`config.mk`:
```
export PLATFORM = sky130hd
export DESIGN_NAME = ook_pulse_width_frame_decoder_core_flat
export DESIGN_NICKNAME = d
export VERILOG_FILES = /design/src/hw/rtl/ookd_pkg.sv /design/src/hw/rtl/ookd_pulse_if.sv /design/src/hw/rtl/ookd_frame_if.sv /design/src/hw/rtl/ookd_cfg.sv /design/src/hw/rtl/ookd_scale.sv /design/src/hw/rtl/ookd_frame.sv /design/src/hw/rtl/ook_pulse_width_frame_decoder_core.sv /design/src/flat_wrapper.sv
export SDC_FILE = /design/constraint.sdc
export NUM_CORES = 1
export LEC_CHECK = 0
export BUFFER_PORTS_ARGS = -buffer_cell sky130_fd_sc_hd__buf_2
export CAP_MARGIN = 5
export CORE_MARGIN = 8
export CORE_UTILIZATION = 60
export DETAILED_ROUTE_END_ITERATION = 12
export GPL_TIMING_DRIVEN = 0
export PLACE_DENSITY = 0.84
export SYNTH_ARGS = -nofsm -noshare
export SYNTH_HDL_FRONTEND = slang
export SYNTH_HIERARCHICAL = 1
export SYNTH_SLANG_ARGS = --single-unit
```
`constraint.sdc`:
```
create_clock -name i_clk -period 7.2 [get_ports i_clk]
set_clock_uncertainty 0.05 [all_clocks]
set_input_delay 1.8 -clock i_clk [delete_from_list [all_inputs] [get_ports i_clk]]
set_output_delay 1.8 -clock i_clk [all_outputs]
set_load 0.02 [all_outputs]
```
`src/hw/rtl/ookd_pkg.sv`:
```
// ----------------------------------------------------------------------------
// ookd_pkg
// shared widths, register codes, reset values and types of the ook decoder
// ----------------------------------------------------------------------------
package ookd_pkg;

    localparam int unsigned PULSE_W  = 16;
    localparam int unsigned CODE_W   = 24;
    localparam int unsigned WIN_W    = 13;
    localparam int unsigned COUNT_W  = 8;
    localparam int unsigned BYTE_W   = 8;
    localparam int unsigned APB_DW   = 32;
    localparam int unsigned APB_AW   = 5;
    localparam int unsigned REG_IDX_W = 3;

    // default parameter values
    localparam int unsigned FRAME_BITS_DEF      = 24;
    localparam int unsigned WIDTH_SCALE_DEF     = 10;
    localparam int unsigned SECOND_ONE_MIN_DEF  = 20;
    localparam int unsigned SECOND_ONE_MAX_DEF  = 60;
    localparam int unsigned SECOND_ZERO_MIN_DEF = 61;
    localparam int unsigned SECOND_ZERO_MAX_DEF = 120;

    // register indexes (byte address is four times the index)
    localparam logic [REG_IDX_W-1:0] REG_REPEAT_COUNT   = 3'd0;
    localparam logic [REG_IDX_W-1:0] REG_SYNC_GAP_MIN   = 3'd1;
    localparam logic [REG_IDX_W-1:0] REG_SYNC_HIGH_MIN  = 3'd2;
    localparam logic [REG_IDX_W-1:0] REG_SYNC_HIGH_MAX  = 3'd3;
    localparam logic [REG_IDX_W-1:0] REG_FIRST_ONE_MIN  = 3'd4;
    localparam logic [REG_IDX_W-1:0] REG_FIRST_ONE_MAX  = 3'd5;
    localparam logic [REG_IDX_W-1:0] REG_FIRST_ZERO_MIN = 3'd6;
    localparam logic [REG_IDX_W-1:0] REG_FIRST_ZERO_MAX = 3'd7;

    // register reset values
    localparam logic [COUNT_W-1:0] RST_REPEAT_COUNT   = 8'd2;
    localparam logic [PULSE_W-1:0] RST_SYNC_GAP_MIN   = 16'd7000;
    localparam logic [WIN_W-1:0]   RST_SYNC_HIGH_MIN  = 13'd20;
    localparam logic [WIN_W-1:0]   RST_SYNC_HIGH_MAX  = 13'd80;
    localparam logic [WIN_W-1:0]   RST_FIRST_ONE_MIN  = 13'd80;
    localparam logic [WIN_W-1:0]   RST_FIRST_ONE_MAX  = 13'd140;
    localparam logic [WIN_W-1:0]   RST_FIRST_ZERO_MIN = 13'd20;
    localparam logic [WIN_W-1:0]   RST_FIRST_ZERO_MAX = 13'd60;

    typedef logic [CODE_W-1:0] t_code;

    typedef struct packed {
        logic [COUNT_W-1:0] repeat_count;
        logic [PULSE_W-1:0] sync_gap_min;
        logic [WIN_W-1:0]   sync_high_min;
        logic [WIN_W-1:0]   sync_high_max;
        logic [WIN_W-1:0]   first_one_min;
        logic [WIN_W-1:0]   first_one_max;
        logic [WIN_W-1:0]   first_zero_min;
        logic [WIN_W-1:0]   first_zero_max;
    } t_cfg;

    // inclusive window test, empty when lo exceeds hi
    function automatic logic in_win(
        input logic [PULSE_W-1:0] v,
        input logic [PULSE_W-1:0] lo,
        input logic [PULSE_W-1:0] hi
    );
        return (v >= lo) && (v <= hi);
    endfunction

endpackage

```
`src/hw/rtl/ookd_pulse_if.sv`:
```
// ----------------------------------------------------------------------------
// ookd_pulse_if
// request channel carrying one measured pulse width
// ----------------------------------------------------------------------------
interface ookd_pulse_if;
    import ookd_pkg::*;

    logic               valid;
    logic               ready;
    logic [PULSE_W-1:0] pulse_width;

    modport source (output valid, output pulse_width, input ready);
    modport sink   (input valid, input pulse_width, output ready);
endinterface

```
`src/hw/rtl/ookd_frame_if.sv`:
```
// ----------------------------------------------------------------------------
// ookd_frame_if
// request channel carrying one confirmed frame code
// ----------------------------------------------------------------------------
interface ookd_frame_if;
    import ookd_pkg::*;

    logic              valid;
    logic              ready;
    logic [CODE_W-1:0] frame_code;
    logic              code_changed;

    modport source (output valid, output frame_code, output code_changed, input ready);
    modport sink   (input valid, input frame_code, input code_changed, output ready);
endinterface

```
`src/hw/rtl/ookd_cfg.sv`:
```
// ----------------------------------------------------------------------------
// ookd_cfg
// apb register file holding the decoder windows and the repeat threshold
// ----------------------------------------------------------------------------
module ookd_cfg (
    input  logic                         i_clk,
    input  logic                         i_rst_n,
    input  logic                         psel,
    input  logic                         penable,
    input  logic                         pwrite,
    input  logic [ookd_pkg::APB_AW-1:0]  paddr,
    input  logic [ookd_pkg::APB_DW-1:0]  pwdata,
    output logic [ookd_pkg::APB_DW-1:0]  prdata,
    output logic                         pready,
    output ookd_pkg::t_cfg               o_cfg
);
    import ookd_pkg::*;

    t_cfg                 r_cfg;
    logic                 w_wr;
    logic [REG_IDX_W-1:0] w_idx;

    assign pready = 1'b1;
    assign w_wr   = psel && penable && pwrite;
    assign w_idx  = paddr[APB_AW-1:2];
    assign o_cfg  = r_cfg;

    always_ff @(posedge i_clk) begin
        if (!i_rst_n) begin
            r_cfg.repeat_count   <= RST_REPEAT_COUNT;
            r_cfg.sync_gap_min   <= RST_SYNC_GAP_MIN;
            r_cfg.sync_high_min  <= RST_SYNC_HIGH_MIN;
            r_cfg.sync_high_max  <= RST_SYNC_HIGH_MAX;
            r_cfg.first_one_min  <= RST_FIRST_ONE_MIN;
            r_cfg.first_one_max  <= RST_FIRST_ONE_MAX;
            r_cfg.first_zero_min <= RST_FIRST_ZERO_MIN;
            r_cfg.first_zero_max <= RST_FIRST_ZERO_MAX;
        end else if (w_wr) begin
            case (w_idx)
                REG_REPEAT_COUNT:   r_cfg.repeat_count   <= pwdata[COUNT_W-1:0];
                REG_SYNC_GAP_MIN:   r_cfg.sync_gap_min   <= pwdata[PULSE_W-1:0];
                REG_SYNC_HIGH_MIN:  r_cfg.sync_high_min  <= pwdata[WIN_W-1:0];
                REG_SYNC_HIGH_MAX:  r_cfg.sync_high_max  <= pwdata[WIN_W-1:0];
                REG_FIRST_ONE_MIN:  r_cfg.first_one_min  <= pwdata[WIN_W-1:0];
                REG_FIRST_ONE_MAX:  r_cfg.first_one_max  <= pwdata[WIN_W-1:0];
                REG_FIRST_ZERO_MIN: r_cfg.first_zero_min <= pwdata[WIN_W-1:0];
                REG_FIRST_ZERO_MAX: r_cfg.first_zero_max <= pwdata[WIN_W-1:0];
                default: begin
                end
            endcase
        end
    end

    always_comb begin
        case (w_idx)
            REG_REPEAT_COUNT:   prdata = APB_DW'(r_cfg.repeat_count);
            REG_SYNC_GAP_MIN:   prdata = APB_DW'(r_cfg.sync_gap_min);
            REG_SYNC_HIGH_MIN:  prdata = APB_DW'(r_cfg.sync_high_min);
            REG_SYNC_HIGH_MAX:  prdata = APB_DW'(r_cfg.sync_high_max);
            REG_FIRST_ONE_MIN:  prdata = APB_DW'(r_cfg.first_one_min);
            REG_FIRST_ONE_MAX:  prdata = APB_DW'(r_cfg.first_one_max);
            REG_FIRST_ZERO_MIN: prdata = APB_DW'(r_cfg.first_zero_min);
            REG_FIRST_ZERO_MAX: prdata = APB_DW'(r_cfg.first_zero_max);
            default:            prdata = '0;
        endcase
    end

endmodule

```
`src/hw/rtl/ookd_scale.sv`:
```
// ----------------------------------------------------------------------------
// ookd_scale
// input register and reciprocal multiply giving the scaled pulse width
// ----------------------------------------------------------------------------
module ookd_scale #(
    parameter int unsigned WIDTH_SCALE = ookd_pkg::WIDTH_SCALE_DEF,
    parameter int unsigned S_W         = 13
) (
    input  logic                         i_clk,
    input  logic                         i_rst_n,
    input  logic                         i_valid,
    output logic                         o_ready,
    input  logic [ookd_pkg::PULSE_W-1:0] i_pulse_width,
    input  logic [ookd_pkg::PULSE_W-1:0] i_gap_min,
    output logic                         o_valid,
    input  logic                         i_ready,
    output logic [S_W-1:0]               o_scaled,
    output logic                         o_gap
);
    import ookd_pkg::*;

    // exact floor division by a constant: ceil(2^(n+l)/d), shift by n+l
    localparam int unsigned SCALE_L  = $clog2(WIDTH_SCALE);
    localparam int unsigned SCALE_SH = PULSE_W + SCALE_L;
    localparam int unsigned RECIP_W  = PULSE_W + 1;
    localparam int unsigned PROD_W   = PULSE_W + RECIP_W;
    localparam longint unsigned RECIP =
        ((64'd1 << SCALE_SH) + WIDTH_SCALE - 1) / WIDTH_SCALE;

    logic               r_v0;
    logic [PULSE_W-1:0] r_w;
    logic               r_v1;
    logic [S_W-1:0]     r_scaled;
    logic               r_gap;

    logic               w_en1;
    logic [PROD_W-1:0]  w_prod;

    assign w_en1   = !r_v1 || i_ready;
    assign o_ready = !r_v0 || w_en1;
    assign o_valid = r_v1;
    assign o_scaled = r_scaled;
    assign o_gap    = r_gap;

    assign w_prod = PROD_W'(r_w) * PROD_W'(RECIP);

    always_ff @(posedge i_clk) begin
        if (!i_rst_n) begin
            r_v0 <= 1'b0;
            r_v1 <= 1'b0;
        end else begin
            if (o_ready) begin
                r_v0 <= i_valid;
            end
            if (w_en1) begin
                r_v1 <= r_v0;
            end
        end
    end

    always_ff @(posedge i_clk) begin
        if (i_valid && o_ready) begin
            r_w <= i_pulse_width;
        end
        if (w_en1 && r_v0) begin
            r_scaled <= w_prod[SCALE_SH +: S_W];
            r_gap    <= r_w > i_gap_min;
        end
    end

endmodule

```
`src/hw/rtl/ookd_frame.sv`:
```
// ----------------------------------------------------------------------------
// ookd_frame
// pulse classifier, frame assembler, repeat filter and result register
// ----------------------------------------------------------------------------
module ookd_frame #(
    parameter int unsigned FRAME_BITS      = ookd_pkg::FRAME_BITS_DEF,
    parameter int unsigned S_W             = 13,
    parameter int unsigned SECOND_ONE_MIN  = ookd_pkg::SECOND_ONE_MIN_DEF,
    parameter int unsigned SECOND_ONE_MAX  = ookd_pkg::SECOND_ONE_MAX_DEF,
    parameter int unsigned SECOND_ZERO_MIN = ookd_pkg::SECOND_ZERO_MIN_DEF,
    parameter int unsigned SECOND_ZERO_MAX = ookd_pkg::SECOND_ZERO_MAX_DEF
) (
    input  logic                         i_clk,
    input  logic                         i_rst_n,
    input  ookd_pkg::t_cfg               i_cfg,
    input  logic                         i_valid,
    output logic                         o_ready,
    input  logic [S_W-1:0]               i_scaled,
    input  logic                         i_gap,
    output logic                         o_valid,
    input  logic                         i_ready,
    output logic [ookd_pkg::CODE_W-1:0]  o_frame_code,
    output logic                         o_code_changed
);
    import ookd_pkg::*;

    localparam int unsigned BC_W = (FRAME_BITS > 1) ? $clog2(FRAME_BITS) : 1;
    localparam int unsigned PAD  = (BYTE_W - (FRAME_BITS % BYTE_W)) % BYTE_W;

    localparam logic [1:0] PH_IDLE   = 2'd0;
    localparam logic [1:0] PH_SYNC   = 2'd1;
    localparam logic [1:0] PH_FIRST  = 2'd2;
    localparam logic [1:0] PH_SECOND = 2'd3;

    logic [1:0]         r_phase,    n_phase;
    logic [BC_W-1:0]    r_bit_count, n_bit_count;
    logic               r_pending,  n_pending;
    t_code              r_shift,    n_shift;
    t_code              r_cand,     n_cand;
    logic [COUNT_W-1:0] r_match,    n_match;
    t_code              r_reported, n_reported;
    logic               r_out_valid;
    t_code              r_frame_code;
    logic               r_code_changed;

    logic               w_adv;
    logic               w_done;
    logic               w_emit;
    logic               w_changed;
    logic [PULSE_W-1:0] w_s;
    logic               w_sync_ok, w_one1, w_zero1, w_one2, w_zero2;
    t_code              w_pushed;
    t_code              w_code;
    t_code              w_cand;
    logic [COUNT_W-1:0] w_mc;

    assign o_ready = !r_out_valid || i_ready;
    assign w_adv   = i_valid && o_ready;
    assign o_valid        = r_out_valid;
    assign o_frame_code   = r_frame_code;
    assign o_code_changed = r_code_changed;

    assign w_s       = PULSE_W'(i_scaled);
    assign w_sync_ok = in_win(w_s, PULSE_W'(i_cfg.sync_high_min), PULSE_W'(i_cfg.sync_high_max));
    assign w_one1    = in_win(w_s, PULSE_W'(i_cfg.first_one_min), PULSE_W'(i_cfg.first_one_max));
    assign w_zero1   = in_win(w_s, PULSE_W'(i_cfg.first_zero_min),
                              PULSE_W'(i_cfg.first_zero_max));
    assign w_one2    = in_win(w_s, PULSE_W'(SECOND_ONE_MIN), PULSE_W'(SECOND_ONE_MAX));
    assign w_zero2   = in_win(w_s, PULSE_W'(SECOND_ZERO_MIN), PULSE_W'(SECOND_ZERO_MAX));

    // new bit shifted in, then the byte padding
    assign w_pushed = {r_shift[CODE_W-2:0], w_one2};
    assign w_code   = w_pushed << PAD;

    // repeat filter: equal frames count up, others count down
    assign w_cand = (r_match == '0) ? w_code : r_cand;
    assign w_mc   = (w_cand == w_code) ? r_match + 1'b1 : r_match - 1'b1;
    assign w_changed = r_reported != w_cand;

    always_comb begin
        n_phase     = r_phase;
        n_bit_count = r_bit_count;
        n_pending   = r_pending;
        n_shift     = r_shift;
        n_cand      = r_cand;
        n_match     = r_match;
        n_reported  = r_reported;
        w_done      = 1'b0;
        w_emit      = 1'b0;
        case (r_phase)
            PH_IDLE: begin
                if (i_gap) begin
                    n_phase = PH_SYNC;
                end
            end
            PH_SYNC: begin
                if (w_sync_ok) begin
                    n_phase = PH_FIRST;
                end else begin
                    n_phase = PH_IDLE;
                end
            end
            PH_FIRST: begin
                if (w_one1) begin
                    n_pending = 1'b1;
                    n_phase   = PH_SECOND;
                end else if (w_zero1) begin
                    n_pending = 1'b0;
                    n_phase   = PH_SECOND;
                end else begin
                    n_phase     = PH_IDLE;
                    n_bit_count = '0;
                    n_pending   = 1'b0;
                    n_shift     = '0;
                end
            end
            PH_SECOND: begin
                // second pulse must agree with the class of the first
                if ((w_one2 && r_pending) || (!w_one2 && w_zero2 && !r_pending)) begin
                    n_shift = w_pushed;
                    n_phase = PH_FIRST;
                    if (r_bit_count == BC_W'(FRAME_BITS - 1)) begin
                        w_done = 1'b1;
                    end else begin
                        n_bit_count = r_bit_count + 1'b1;
                    end
                end else begin
                    n_phase     = PH_IDLE;
                    n_bit_count = '0;
                    n_pending   = 1'b0;
                    n_shift     = '0;
                end
            end
            default: begin
                n_phase = PH_IDLE;
            end
        endcase

        if (w_done) begin
            n_phase     = PH_IDLE;
            n_bit_count = '0;
            n_pending   = 1'b0;
            n_shift     = '0;
            n_cand      = w_cand;
            if (w_mc >= i_cfg.repeat_count) begin
                w_emit     = 1'b1;
                n_match    = '0;
                n_reported = w_cand;
            end else begin
                n_match = w_mc;
            end
        end
    end

    always_ff @(posedge i_clk) begin
        if (!i_rst_n) begin
            r_phase     <= PH_IDLE;
            r_bit_count <= '0;
            r_pending   <= 1'b0;
            r_shift     <= '0;
            r_cand      <= '0;
            r_match     <= '0;
            r_reported  <= '0;
            r_out_valid <= 1'b0;
        end else begin
            if (w_adv) begin
                r_phase     <= n_phase;
                r_bit_count <= n_bit_count;
                r_pending   <= n_pending;
                r_shift     <= n_shift;
                r_cand      <= n_cand;
                r_match     <= n_match;
                r_reported  <= n_reported;
            end
            if (w_adv && w_emit) begin
                r_out_valid <= 1'b1;
            end else if (i_ready) begin
                r_out_valid <= 1'b0;
            end
        end
    end

    always_ff @(posedge i_clk) begin
        if (w_adv && w_emit) begin
            r_frame_code   <= w_cand;
            r_code_changed <= w_changed;
        end
    end

`ifndef ASSERT_OFF
    a_idle_clean: assert property (@(posedge i_clk) disable iff (!i_rst_n)
        r_phase == PH_IDLE |-> r_bit_count == '0 && r_shift == '0 && !r_pending)
        else $error("idle phase holds frame residue");

    a_bit_count_range: assert property (@(posedge i_clk) disable iff (!i_rst_n)
        r_bit_count <= BC_W'(FRAME_BITS - 1))
        else $error("bit count beyond frame length");

    a_emit_clears_match: assert property (@(posedge i_clk) disable iff (!i_rst_n)
        w_adv && w_emit |=> r_match == '0 && r_out_valid && r_frame_code == r_reported)
        else $error("report did not clear the repeat filter");

    a_changed_flag: assert property (@(posedge i_clk) disable iff (!i_rst_n)
        w_adv && w_emit |=> r_code_changed == (r_frame_code != $past(r_reported)))
        else $error("changed flag disagrees with previous report");
`endif

endmodule

```
`src/hw/rtl/ook_pulse_width_frame_decoder_core.sv`:
```
// ----------------------------------------------------------------------------
// ook_pulse_width_frame_decoder_core
// ook pulse-width frame decoder with repeat filter and apb configuration
// ----------------------------------------------------------------------------
// one pulse width request is taken every clock cycle unless the pipeline is
// stalled; each passes an input register, a reciprocal multiply that scales it
// (a single 16 x 17 bit multiplier, registered), and the classifier and repeat
// filter that update the frame state and load the result register with the
// report of each confirmed frame. the result register frees the pipeline as
// soon as the sink takes the report, and the input side keeps taking pulses
// until all three stages are full. a wide gap arms the decoder, a sync pulse
// in its window starts a frame and each bit is a pair of pulses whose classes
// must agree; a miss drops the frame. no memories, so there is no clearing
// pass after reset. the user must write registers over apb only while no
// pulse is in flight; the block itself does not enforce it.
// ----------------------------------------------------------------------------
module ook_pulse_width_frame_decoder_core #(
    parameter int unsigned FRAME_BITS      = ookd_pkg::FRAME_BITS_DEF,
    parameter int unsigned WIDTH_SCALE     = ookd_pkg::WIDTH_SCALE_DEF,
    parameter int unsigned SECOND_ONE_MIN  = ookd_pkg::SECOND_ONE_MIN_DEF,
    parameter int unsigned SECOND_ONE_MAX  = ookd_pkg::SECOND_ONE_MAX_DEF,
    parameter int unsigned SECOND_ZERO_MIN = ookd_pkg::SECOND_ZERO_MIN_DEF,
    parameter int unsigned SECOND_ZERO_MAX = ookd_pkg::SECOND_ZERO_MAX_DEF
) (
    input  logic                        i_clk,
    input  logic                        i_rst_n,
    ookd_pulse_if.sink                  i_pulse,
    ookd_frame_if.source                o_frame,
    input  logic                        psel,
    input  logic                        penable,
    input  logic                        pwrite,
    input  logic [ookd_pkg::APB_AW-1:0] paddr,
    input  logic [ookd_pkg::APB_DW-1:0] pwdata,
    output logic [ookd_pkg::APB_DW-1:0] prdata,
    output logic                        pready
);
    import ookd_pkg::*;

    // width of the scaled pulse: largest raw width over the scale factor
    localparam int unsigned S_W = $clog2(((2 ** PULSE_W) - 1) / WIDTH_SCALE + 1);

    t_cfg           w_cfg;
    logic           w_sc_valid;
    logic           w_sc_ready;
    logic [S_W-1:0] w_scaled;
    logic           w_gap;

    // configuration registers
    ookd_cfg u_cfg (
        .i_clk   (i_clk),
        .i_rst_n (i_rst_n),
        .psel    (psel),
        .penable (penable),
        .pwrite  (pwrite),
        .paddr   (paddr),
        .pwdata  (pwdata),
        .prdata  (prdata),
        .pready  (pready),
        .o_cfg   (w_cfg)
    );

    // input register and scaling by the width factor
    ookd_scale #(
        .WIDTH_SCALE (WIDTH_SCALE),
        .S_W         (S_W)
    ) u_scale (
        .i_clk         (i_clk),
        .i_rst_n       (i_rst_n),
        .i_valid       (i_pulse.valid),
        .o_ready       (i_pulse.ready),
        .i_pulse_width (i_pulse.pulse_width),
        .i_gap_min     (w_cfg.sync_gap_min),
        .o_valid       (w_sc_valid),
        .i_ready       (w_sc_ready),
        .o_scaled      (w_scaled),
        .o_gap         (w_gap)
    );

    // classification, frame assembly, repeat filter, result register
    ookd_frame #(
        .FRAME_BITS      (FRAME_BITS),
        .S_W             (S_W),
        .SECOND_ONE_MIN  (SECOND_ONE_MIN),
        .SECOND_ONE_MAX  (SECOND_ONE_MAX),
        .SECOND_ZERO_MIN (SECOND_ZERO_MIN),
        .SECOND_ZERO_MAX (SECOND_ZERO_MAX)
    ) u_frame (
        .i_clk          (i_clk),
        .i_rst_n        (i_rst_n),
        .i_cfg          (w_cfg),
        .i_valid        (w_sc_valid),
        .o_ready        (w_sc_ready),
        .i_scaled       (w_scaled),
        .i_gap          (w_gap),
        .o_valid        (o_frame.valid),
        .i_ready        (o_frame.ready),
        .o_frame_code   (o_frame.frame_code),
        .o_code_changed (o_frame.code_changed)
    );

endmodule

```
`src/flat_wrapper.sv`:
```
// flat-port wrapper written by rule: the top's interface ports become plain ports
module ook_pulse_width_frame_decoder_core_flat import ookd_pkg::*;
#(
    parameter int unsigned FRAME_BITS      = ookd_pkg::FRAME_BITS_DEF,
    parameter int unsigned WIDTH_SCALE     = ookd_pkg::WIDTH_SCALE_DEF,
    parameter int unsigned SECOND_ONE_MIN  = ookd_pkg::SECOND_ONE_MIN_DEF,
    parameter int unsigned SECOND_ONE_MAX  = ookd_pkg::SECOND_ONE_MAX_DEF,
    parameter int unsigned SECOND_ZERO_MIN = ookd_pkg::SECOND_ZERO_MIN_DEF,
    parameter int unsigned SECOND_ZERO_MAX = ookd_pkg::SECOND_ZERO_MAX_DEF
)
  (i_clk, i_rst_n, psel, penable, pwrite, paddr, pwdata, prdata, pready, i_pulse_valid, i_pulse_pulse_width, i_pulse_ready, o_frame_valid, o_frame_frame_code, o_frame_code_changed, o_frame_ready);
  ookd_pulse_if i_pulse_i ();
  ookd_frame_if o_frame_i ();
  input  logic i_clk;
  input  logic i_rst_n;
  input  logic psel;
  input  logic penable;
  input  logic pwrite;
  input  logic [ookd_pkg::APB_AW-1:0] paddr;
  input  logic [ookd_pkg::APB_DW-1:0] pwdata;
  output logic [ookd_pkg::APB_DW-1:0] prdata;
  output logic pready;
  input wire logic [$bits(i_pulse_i.valid)-1:0] i_pulse_valid;
  input wire logic [$bits(i_pulse_i.pulse_width)-1:0] i_pulse_pulse_width;
  output wire logic [$bits(i_pulse_i.ready)-1:0] i_pulse_ready;
  output wire logic [$bits(o_frame_i.valid)-1:0] o_frame_valid;
  output wire logic [$bits(o_frame_i.frame_code)-1:0] o_frame_frame_code;
  output wire logic [$bits(o_frame_i.code_changed)-1:0] o_frame_code_changed;
  input wire logic [$bits(o_frame_i.ready)-1:0] o_frame_ready;
  assign i_pulse_i.valid = i_pulse_valid;
  assign i_pulse_i.pulse_width = i_pulse_pulse_width;
  assign i_pulse_ready = i_pulse_i.ready;
  assign o_frame_valid = o_frame_i.valid;
  assign o_frame_frame_code = o_frame_i.frame_code;
  assign o_frame_code_changed = o_frame_i.code_changed;
  assign o_frame_i.ready = o_frame_ready;
  ook_pulse_width_frame_decoder_core #(.FRAME_BITS(FRAME_BITS), .WIDTH_SCALE(WIDTH_SCALE), .SECOND_ONE_MIN(SECOND_ONE_MIN), .SECOND_ONE_MAX(SECOND_ONE_MAX), .SECOND_ZERO_MIN(SECOND_ZERO_MIN), .SECOND_ZERO_MAX(SECOND_ZERO_MAX)) u_core (.i_clk(i_clk), .i_rst_n(i_rst_n), .i_pulse(i_pulse_i), .o_frame(o_frame_i), .psel(psel), .penable(penable), .pwrite(pwrite), .paddr(paddr), .pwdata(pwdata), .prdata(prdata), .pready(pready));
endmodule
```
==> results.md, run 1 <==
Status:
- The run finished with clean final reports.

Detailed routing:
- The first detailed-routing pass took 8 iterations.
- The per-cell via count in the routed design is 5.949.
- The sum of met3 wire segment lengths after detailed routing is 4.677 mm.
- The detailed-route wire length is 51.22 mm.
- The number of design rule violations left after detail routing is 0.
- The detailed-route via count is 15.20k.
- The detailed-routed wire length on met2 is 23.54 mm.
- The count of nets left with antenna violations after detail routing is 0.
- Dividing the detail-routed wire length by the instance count gives 20.05 um.
- The top routing layer in use is met5.
- The count of routing violations after the opening detailed-route iteration is 1352.
- The length of routed wiring on met1 is 20.16 mm.

Cells and area:
- The layout overhead on the synthesized area is 10.13%.
- The sequential cells in the finished layout cover a total of 5495 sq um.
- The share of post-route cells with drive strength above 1 is 10.56%.
- The post-route cell area is 20270 sq um.
- In the final layout, the multi-input gates occupy 11300 sq um.
- The final net count is 2517.
- The layout filler cell count is 2350.
- The number of antenna diodes in the final layout is 0.

Die:
- The core region is 30430 sq um.
- Pin placement for this block handled 120 I/O pins.
- The floorplan step defined a die boundary enclosing 36540 sq um.
- Once the floorplan was initialized, standard cells occupied 60.50% of the core.
- The number of core rows is 64.
- In this run the vertical extent of the chip is 191.2 um.
- The die width is 191.2 um.

Timing:
- Final hold analysis gives a worst-case slack of 420.6 ps.
- Derived from the worst setup path, the maximum achievable clock frequency is 0.1560 GHz.
- The count of endpoints failing hold in the final timing report came to 0.
- Headroom to the max-slew limit came out at 26.26%.
- The worst path uses 89.04% of the clock period.
- The final number of setup-violating endpoints is 0.
- The count of final max-slew check failures is 0.
- Setup repair after global routing left no endpoint under its margin.
- The final critical delay including setup and external delays is 6411 ps.
- The final worst setup slack is 789.4 ps.
- In the final timing run, aggregate negative setup slack is 0 ps.
- The transition time at the pin with the least slew margin is 1106 ps.

Critical path:
- STA classifies the critical path endpoint as a flip-flop.
- The critical-path maximum fanout is 25.
- The startpoint class of the critical path is a flip-flop.
- The data required time at the worst endpoint is 7310 ps.
- The critical path is of the reg2reg type.
- At the worst endpoint, the arrival time is 6520 ps.

Synthesis:
- After synthesis, the most frequently instantiated cells are inv_1, ha_1, nand2_1.
- The most used flip-flop cell after synthesis is dfxtp_1.
- The largest total area in the synthesized netlist belongs to dfxtp_1.
- The sequential fraction of the synthesis area is 29.85%.
- The cell area that synthesis handed to floorplanning was 18410 sq um.
- Synthesis instantiated 85 different standard cells from the library.
- Averaged over all synthesized cells, the footprint is 9.132 sq um.
- The number of synthesized flops with an enable pin is 55.
- The most numerous cell in the Yosys netlist is inv_1.
- The share of the synthesized area in the top cell type is 20.88%.
- By area the synthesized netlist is led by dfxtp_1, ha_1, edfxtp_1, fa_1, inv_1.
- After technology mapping, the gate count stands at 2016.
- The synthesis warning total is 6.
- The share of flip-flops with an asynchronous set or reset is 0%.
- The total of flip-flops plus latches after synthesis is 247.

Power:
- VDD sags by at most 383.9 uV.
- Overall power consumption after layout is estimated at 0.006867 W.
- For this design the ratio of total power to cell area is 338.7 nW/um^2.
- Summed over all cells, the static leakage comes to 9.415 nW.

Global routing:
- The first global-routing pass estimated 81.23 mm of wire.
- The number of antenna violations at the first check in global routing came to 1.
- The number of global-route vias before repair is 15.57k.
- Global routing finished with a remaining overflow of 0.
- The pin count of the biggest net entering global routing is 26.
- The total global-route track usage is 27.88%.

Clock network:
- CTS placed an instance of clkbuf_16 at the clock tree root.
- After clock tree synthesis, the flow added hold-fix buffers numbering 0.
- The clock sink total is 247.
- The clock network latency to the later pin of the worst-skew pair is 550 ps.
- The number of buffers inserted during clock tree synthesis is 28.
- Clock-pin slew was measured on the worst setup and hold paths at 60 ps.
- TritonCTS built the clock tree.
- Once the clock tree was built, the resizer swapped 0 gates to a different size.
- The maximum clock insertion buffer count is 3.
- The post-CTS repair timing setup buffer count is 0.
- CTS built an H-tree with a depth of 1.

Placement:
- Once placement finished, the instance area stood at 19340 sq um.
- The post-detailed-placement half-perimeter wirelength is 39.88 mm.
- Timing analysis after detailed placement gives a worst setup slack of 920.8 ps.
- The placer congestion estimate is 1.030.
- The count of input and output buffers is 76.

Min path:
- The tightest min-delay check is of the reg2reg type.

Run:
- Across the run, the number of max-cap violations was 0.
[state kept, by name, indices dropped and copies added (netlist names)]
name                           cells
u_core/u_frame/o_code_changed      1
u_core/u_cfg/o_cfg               102
u_core/u_scale/o_gap               1
u_core/u_frame/r_bit_count         5
u_core/u_frame/r_phase             2
u_core/u_frame/r_pending           1
u_core/u_scale/r_w                16
u_core/u_scale/r_v0                1
u_core/u_frame/r_reported         24
u_core/u_scale/o_scaled           13
u_core/u_frame/o_frame_code       24
u_core/u_scale/o_valid             1
u_core/u_frame/r_shift            23
u_core/u_frame/o_valid             1
u_core/u_frame/r_cand             24
u_core/u_frame/r_match             8
[critical path, stage by stage, from the launching register on]
cell	delay [ps]
edfxtp_1	640
nor4_1	350
nand2_1	200
o31a_1	350
o41ai_4	470
inv_1	220
ha_1	380
and3_1	190
a221o_1	340
o41ai_1	410
xnor2_1	210
xnor2_1	190
ha_1	290
o21ai_0	90
nand2b_1	80
o41a_1	220
clkbuf_1	350
and3_1	970
[final timing paths]
kind,endpoint,slack [ps],startpoint,cells past startpoint
worst min register to register,u_core/u_cfg/o_cfg[93],420,u_core/u_cfg/o_cfg[93],2
worst max-delay path,u_core/u_frame/o_code_changed,790,u_core/u_scale/o_scaled[11],17
worst min-delay path,u_core/u_cfg/o_cfg[93],420,u_core/u_cfg/o_cfg[93],2
worst max register to register,u_core/u_frame/o_code_changed,790,u_core/u_scale/o_scaled[11],17
[kinds of logic (layout without fill, tap and decap cells)]
kind of cell	Yosys count	after routing	synth area share, %
xor+xnor	73	73	3.473
compound gates	327	327	12.60
mux	106	106	6.293
simple gates	530	530	13.64
other cells	2	17	0.04079
fa+ha+maj	320	320	25.01
buf+inv	411	539	9.093
flops	247	247	29.85
[area by class of cell]
cell class,count,area share (%)
timing repair buffer,76,1.876
clock inverter,15,0.7899
clock buffer,37,3.795
sequential,247,27.10
tap,396,2.444
buffer,98,2.462
inverter,313,5.795
multi-input combinational,1373,55.73
[power breakdown]
group | switching, W | leakage [nW] | total, W | internal (W)
clock | 0.000582 | 0.456 | 0.00144 | 0.000860
combinational | 0.00214 | 6.84 | 0.00366 | 0.00152
sequential | 0.000183 | 2.12 | 0.00176 | 0.00158
total | 0.00291 | 9.42 | 0.00687 | 0.00396
[cells in the final DEF, fill, tap and decap left out, types with 60 or more instances in the layout]
cell type and instances:
inv_1 312, ha_1 240, nand2_1 228, dfxtp_1 192
buf_2 100, nor2_1 86, fa_1 80, nand3_1 73
mux2i_1 73, a21oi_1 60
[per-stage QoR]
step           util (%)  std cells
4_1_cts           66.62       2555
6_report          66.63       2555
3_5_place_dp      63.57       2503
3_3_place_gp      63.57       2503
2_1_floorplan         -       2031
5_1_grt           66.63       2555
[layer usage]
| layer | GRT usage (%) | vias to the layer above |
|---|---|---|
| met5 | 0 | - |
| met4 | 14.48 | 2 |
| met3 | 5.363 | 189 |
| met2 | 45.92 | 693 |
| met1 | 34.35 | 7277 |
| li1 | - | 7039 |
Power figures use the tool's default switching activity.
==> run 2: changes to the inputs <==
--- a/config.mk
+++ b/config.mk
@@ -12,6 +12,7 @@
 export DETAILED_ROUTE_END_ITERATION = 12
 export GPL_TIMING_DRIVEN = 0
 export PLACE_DENSITY = 0.84
+export RECOVER_POWER = 100
 export SYNTH_ARGS = -nofsm -noshare
 export SYNTH_HDL_FRONTEND = slang
 export SYNTH_HIERARCHICAL = 1
==> results.md, run 2 (synthesized netlist as in run 1, its figures left out) <==
Power:
- The clock share of power came to 21.4% (was 21.0%).
- The internal power summed over all cells is 0.003909 W (was 0.003962 W).
- The leakage power of the design came to 9.173 nW (was 9.415 nW).
- The power per cell area is 334.8 nW/um^2 (was 338.7 nW/um^2).
- The relative contribution of combinational cells to total power came to 52.4% (was 53.3%).
- The peak supply drop is 328.5 uV (was 383.9 uV).
- The power after layout is 0.006724 W (was 0.006867 W).
- The switching power share of the total came to 41.87% (was 42.31%).
- The total net switching power is 0.002815 W (was 0.002906 W).
- The sequential share of power is 26.2% (was 25.7%).

Detailed routing:
- The per-cell via count in the routed design is 5.938 (was 5.949).
- The number of detailed-route iterations in the first pass was 5 (was 8).
- The detailed-route wire length is 51.37 mm (was 51.22 mm).
- The count of nets left with antenna violations after detail routing is 0 (unchanged).
- The count of routing violations after the opening detailed-route iteration is 1374 (was 1352).
- The number of design rule violations left after detail routing came to 0 (unchanged).
- The detailed-route via count is 15.17k (was 15.20k).
- The average detailed-routed wire length per instance was 20.11 um (was 20.05 um).

Critical path:
- The slowest cell on the critical path was a2111oi_2 (was and3_1).
- The endpoint kind of the worst setup timing path is a flip-flop (unchanged).
- The number of buffer and inverter instances along the worst setup path came to 4 (was 2).
- The start of the worst register-to-register path is u_core/u_scale/r_w[8] (was u_core/u_scale/o_scaled[11]).
- The critical-path maximum fanout is 6 (was 25).
- The worst stage delay on the critical path came to 700 ps (was 970 ps).
- The critical path launch point was u_core/u_scale/r_w[8] (was u_core/u_scale/o_scaled[11]).
- List of cells traversed by the critical path: ha_1 > inv_1 > fa_1 > inv_1 > fa_1 > fa_1 > fa_1 > inv_1 > fa_1 > inv_1 > ha_1 > a21oi_1 > o21ai_0 > nor3_1 > a21oi_1 > a2111oi_2 > o21ai_0 > xnor2_1 (was nor4_1 > nand2_1 > o31a_1 > o41ai_4 > inv_1 > ha_1 > and3_1 > a221o_1 > o41ai_1 > xnor2_1 > xnor2_1 > ha_1 > o21ai_0 > nand2b_1 > o41a_1 > clkbuf_1 > and3_1).
- The arrival time of data at the critical path endpoint is 6920 ps (was 6520 ps).
- The cell seen most often among critical-path stages is fa_1.
- The cell type group with the largest total delay on the critical path is adder cells (was compound AO/OA/AOI/OAI gates).
- The startpoint class of the critical path is a flip-flop (unchanged).
- The setup slack of the most critical reg-to-reg path came to 530 ps (was 790 ps).
- The data required time at the worst endpoint was 7440 ps (was 7310 ps).
- The classification of the worst setup path was reg2reg (unchanged).

Min path:
- The worst min-delay path startpoint is u_core/u_cfg/o_cfg[93] (unchanged).
- The path type of the worst min-delay path is reg2reg (unchanged).

Global routing:
- The remaining global-route overflow is 0 (unchanged).
- The number of global-route vias before repair was 15.57k (unchanged).
- The wire length of the first global-routing pass was 81.23 mm (unchanged).
- The total global-route track usage is 27.88% (unchanged).
- The number of antenna violations at the first check in global routing is 1 (unchanged).
- The pin count of the biggest net entering global routing is 26 (unchanged).

Placement:
- The number of placed instances with taps included is 2503 (unchanged).
- The post-detailed-placement half-perimeter wirelength came to 39.88 mm (unchanged).
- The count of input and output buffers was 76 (unchanged).
- The instance area after placement is 19340 sq um (unchanged).
- The placer congestion estimate is 1.030 (unchanged).

Run:
- The number of violations of the max-capacitance limit is 1 (was 0).

Cells and area:
- The final standard cell count with taps included and fillers excluded is 2555 (unchanged).
- The final antenna diode count is 0 (unchanged).
- Highest-count cells in the layout ignoring fill and taps: inv_1, ha_1, nand2_1 (unchanged).
- The flip-flop count of the largest register after layout is 102 (unchanged).
- The layout overhead on the synthesized area was 9.094% (was 10.13%).
- The final net count is 2517 (unchanged).
- The sequential cell area in the final layout is 5495 sq um (unchanged).
- The post-route cell area was 20080 sq um (was 20270 sq um).
- The area taken by multi-input logic gates is 11200 sq um (was 11300 sq um).
- The share of the core filled with cells is 66.00% (was 66.63%).
- The layout filler cell count is 2403 (was 2350).
- The most frequent standard cell in the layout excluding fill and tap cells is inv_1 (unchanged).
- The share of post-route cells with drive strength above 1 is 6.484% (was 10.56%).

Clock network:
- The clock sink total is 247 (unchanged).
- The clock transition at the registers of the reported paths is 60 ps (about the same).
- The number of instances resized during post-cts repair was 0 (unchanged).
- The clock root buffer is clkbuf_16 (unchanged).
- The number of buffers inserted during clock tree synthesis is 28 (unchanged).
- The H-tree depth reported by CTS is 1 (unchanged).
- The count of hold-fix buffers inserted at cts came to 0 (unchanged).
- The post-CTS repair timing setup buffer count was 0 (unchanged).
- The maximum clock insertion buffer count was 3 (unchanged).
- The TritonCTS clock tree is done (unchanged).
- The clock network latency to the later pin of the worst-skew pair came to 550 ps (about the same).

Timing:
- The count of endpoints failing hold in the final timing report was 0 (unchanged).
- Setup repair after global routing missed its margin: false (unchanged).
- The upper clock frequency limit is 0.1499 GHz (was 0.1560 GHz).
- The final critical delay including setup and external delays was 6673 ps (was 6411 ps).
- The tightest slew margin relative to the limit is -3.437% (was 26.26%).
- The transition time at the pin with the least slew margin is 1552 ps (was 1106 ps).
- The final total negative setup slack is 0 ps (unchanged).
- The count of final max-slew check failures is 17 (was 0).
- The share of the cycle needed by the critical path after routing is 92.68% (was 89.04%).
- The final number of setup-violating endpoints came to 0 (unchanged).

Die:
- The number of top-level pins is 120 (unchanged).
- The floorplan die area is 36540 sq um (unchanged).
- The number of core rows is 64 (unchanged).
- The initial core utilization is 60.50% (unchanged).
- The height of the die is 191.2 um (unchanged).
- The die width is 191.2 um (unchanged).
- The placeable core region is 30430 sq um (unchanged).

Status:
- Run status: finished, violations left (was finished clean).
- The final reports fail on max-capacitance violations, max-slew violations.
run 2: cell types whose count changed in the layout (fill, tap and decap cells not counted), moves of 4 or more:
cell | before | now
a21boi_0 | 57 | 71
a21boi_1 | 19 | 5
and2_0 | 0 | 4
and2_1 | 8 | 4
buf_2 | 100 | 45
clkbuf_1 | 54 | 113
mux2_1 | 1 | 16
mux2_2 | 27 | 12
o21ai_0 | 43 | 47
run 2: cell type report:
type,count,share of cell area [%]
sequential,247,27.36
clock buffer,37,3.831
buffer,98,2.293
clock inverter,15,0.7974
multi-input combinational,1373,55.75
timing repair buffer,76,1.651
inverter,313,5.850
tap,396,2.467
run 2: layer usage:
| metal | part of all wire, % | track usage, % | vias to the layer above |
|---|---|---|---|
| met2 | 46 | 45.92 | 667 |
| met3 | 8.9 | 5.363 | 199 |
| li1 | - | - | 7041 |
| met1 | 40 | 34.35 | 7263 |
| met5 | 0.025 | 0 | - |
| met4 | 5.6 | 14.48 | 2 |
run 2: worst paths after layout:
path | endpoint | depth (start not counted)
min reg2reg | u_core/u_cfg/o_cfg[93] | 2
max | u_core/u_scale/o_scaled[12] | 18
max reg2reg | u_core/u_scale/o_scaled[12] | 18
min | u_core/u_cfg/o_cfg[93] | 2
run 2: metrics by stage:
| step | hold WS [ps] | worst slack, ps |
|---|---|---|
| 2_1_floorplan | 393.5 | 1638 |
| 3_3_place_gp | 409.0 | 1028 |
| 3_5_place_dp | 413.3 | 920.8 |
| 4_1_cts | 421.2 | 920.3 |
| 5_1_grt | 445.1 | 186.1 |
| 6_report | 421.6 | 526.8 |
run 2: power by group through the flow:
stage	logic, W	clock network [W]	registers, W
6_report	0.00352	0.00144	0.00176
2_1_floorplan	0.00275	0	0.00168
4_1_cts	0.00364	0.00146	0.00175
5_1_grt	0.00402	0.00151	0.00176
3_3_place_gp	0.00340	0	0.00178
3_5_place_dp	0.00357	0	0.00178
run 2: worst register-to-register path: stages, from the launching register on:
cell	delay, ps
edfxtp_1	580
ha_1	410
inv_1	110
fa_1	540
inv_1	60
fa_1	510
fa_1	550
fa_1	570
inv_1	70
fa_1	530
inv_1	50
ha_1	310
a21oi_1	140
o21ai_0	280
nor3_1	390
a21oi_1	210
a2111oi_2	700
o21ai_0	230
xnor2_1	160
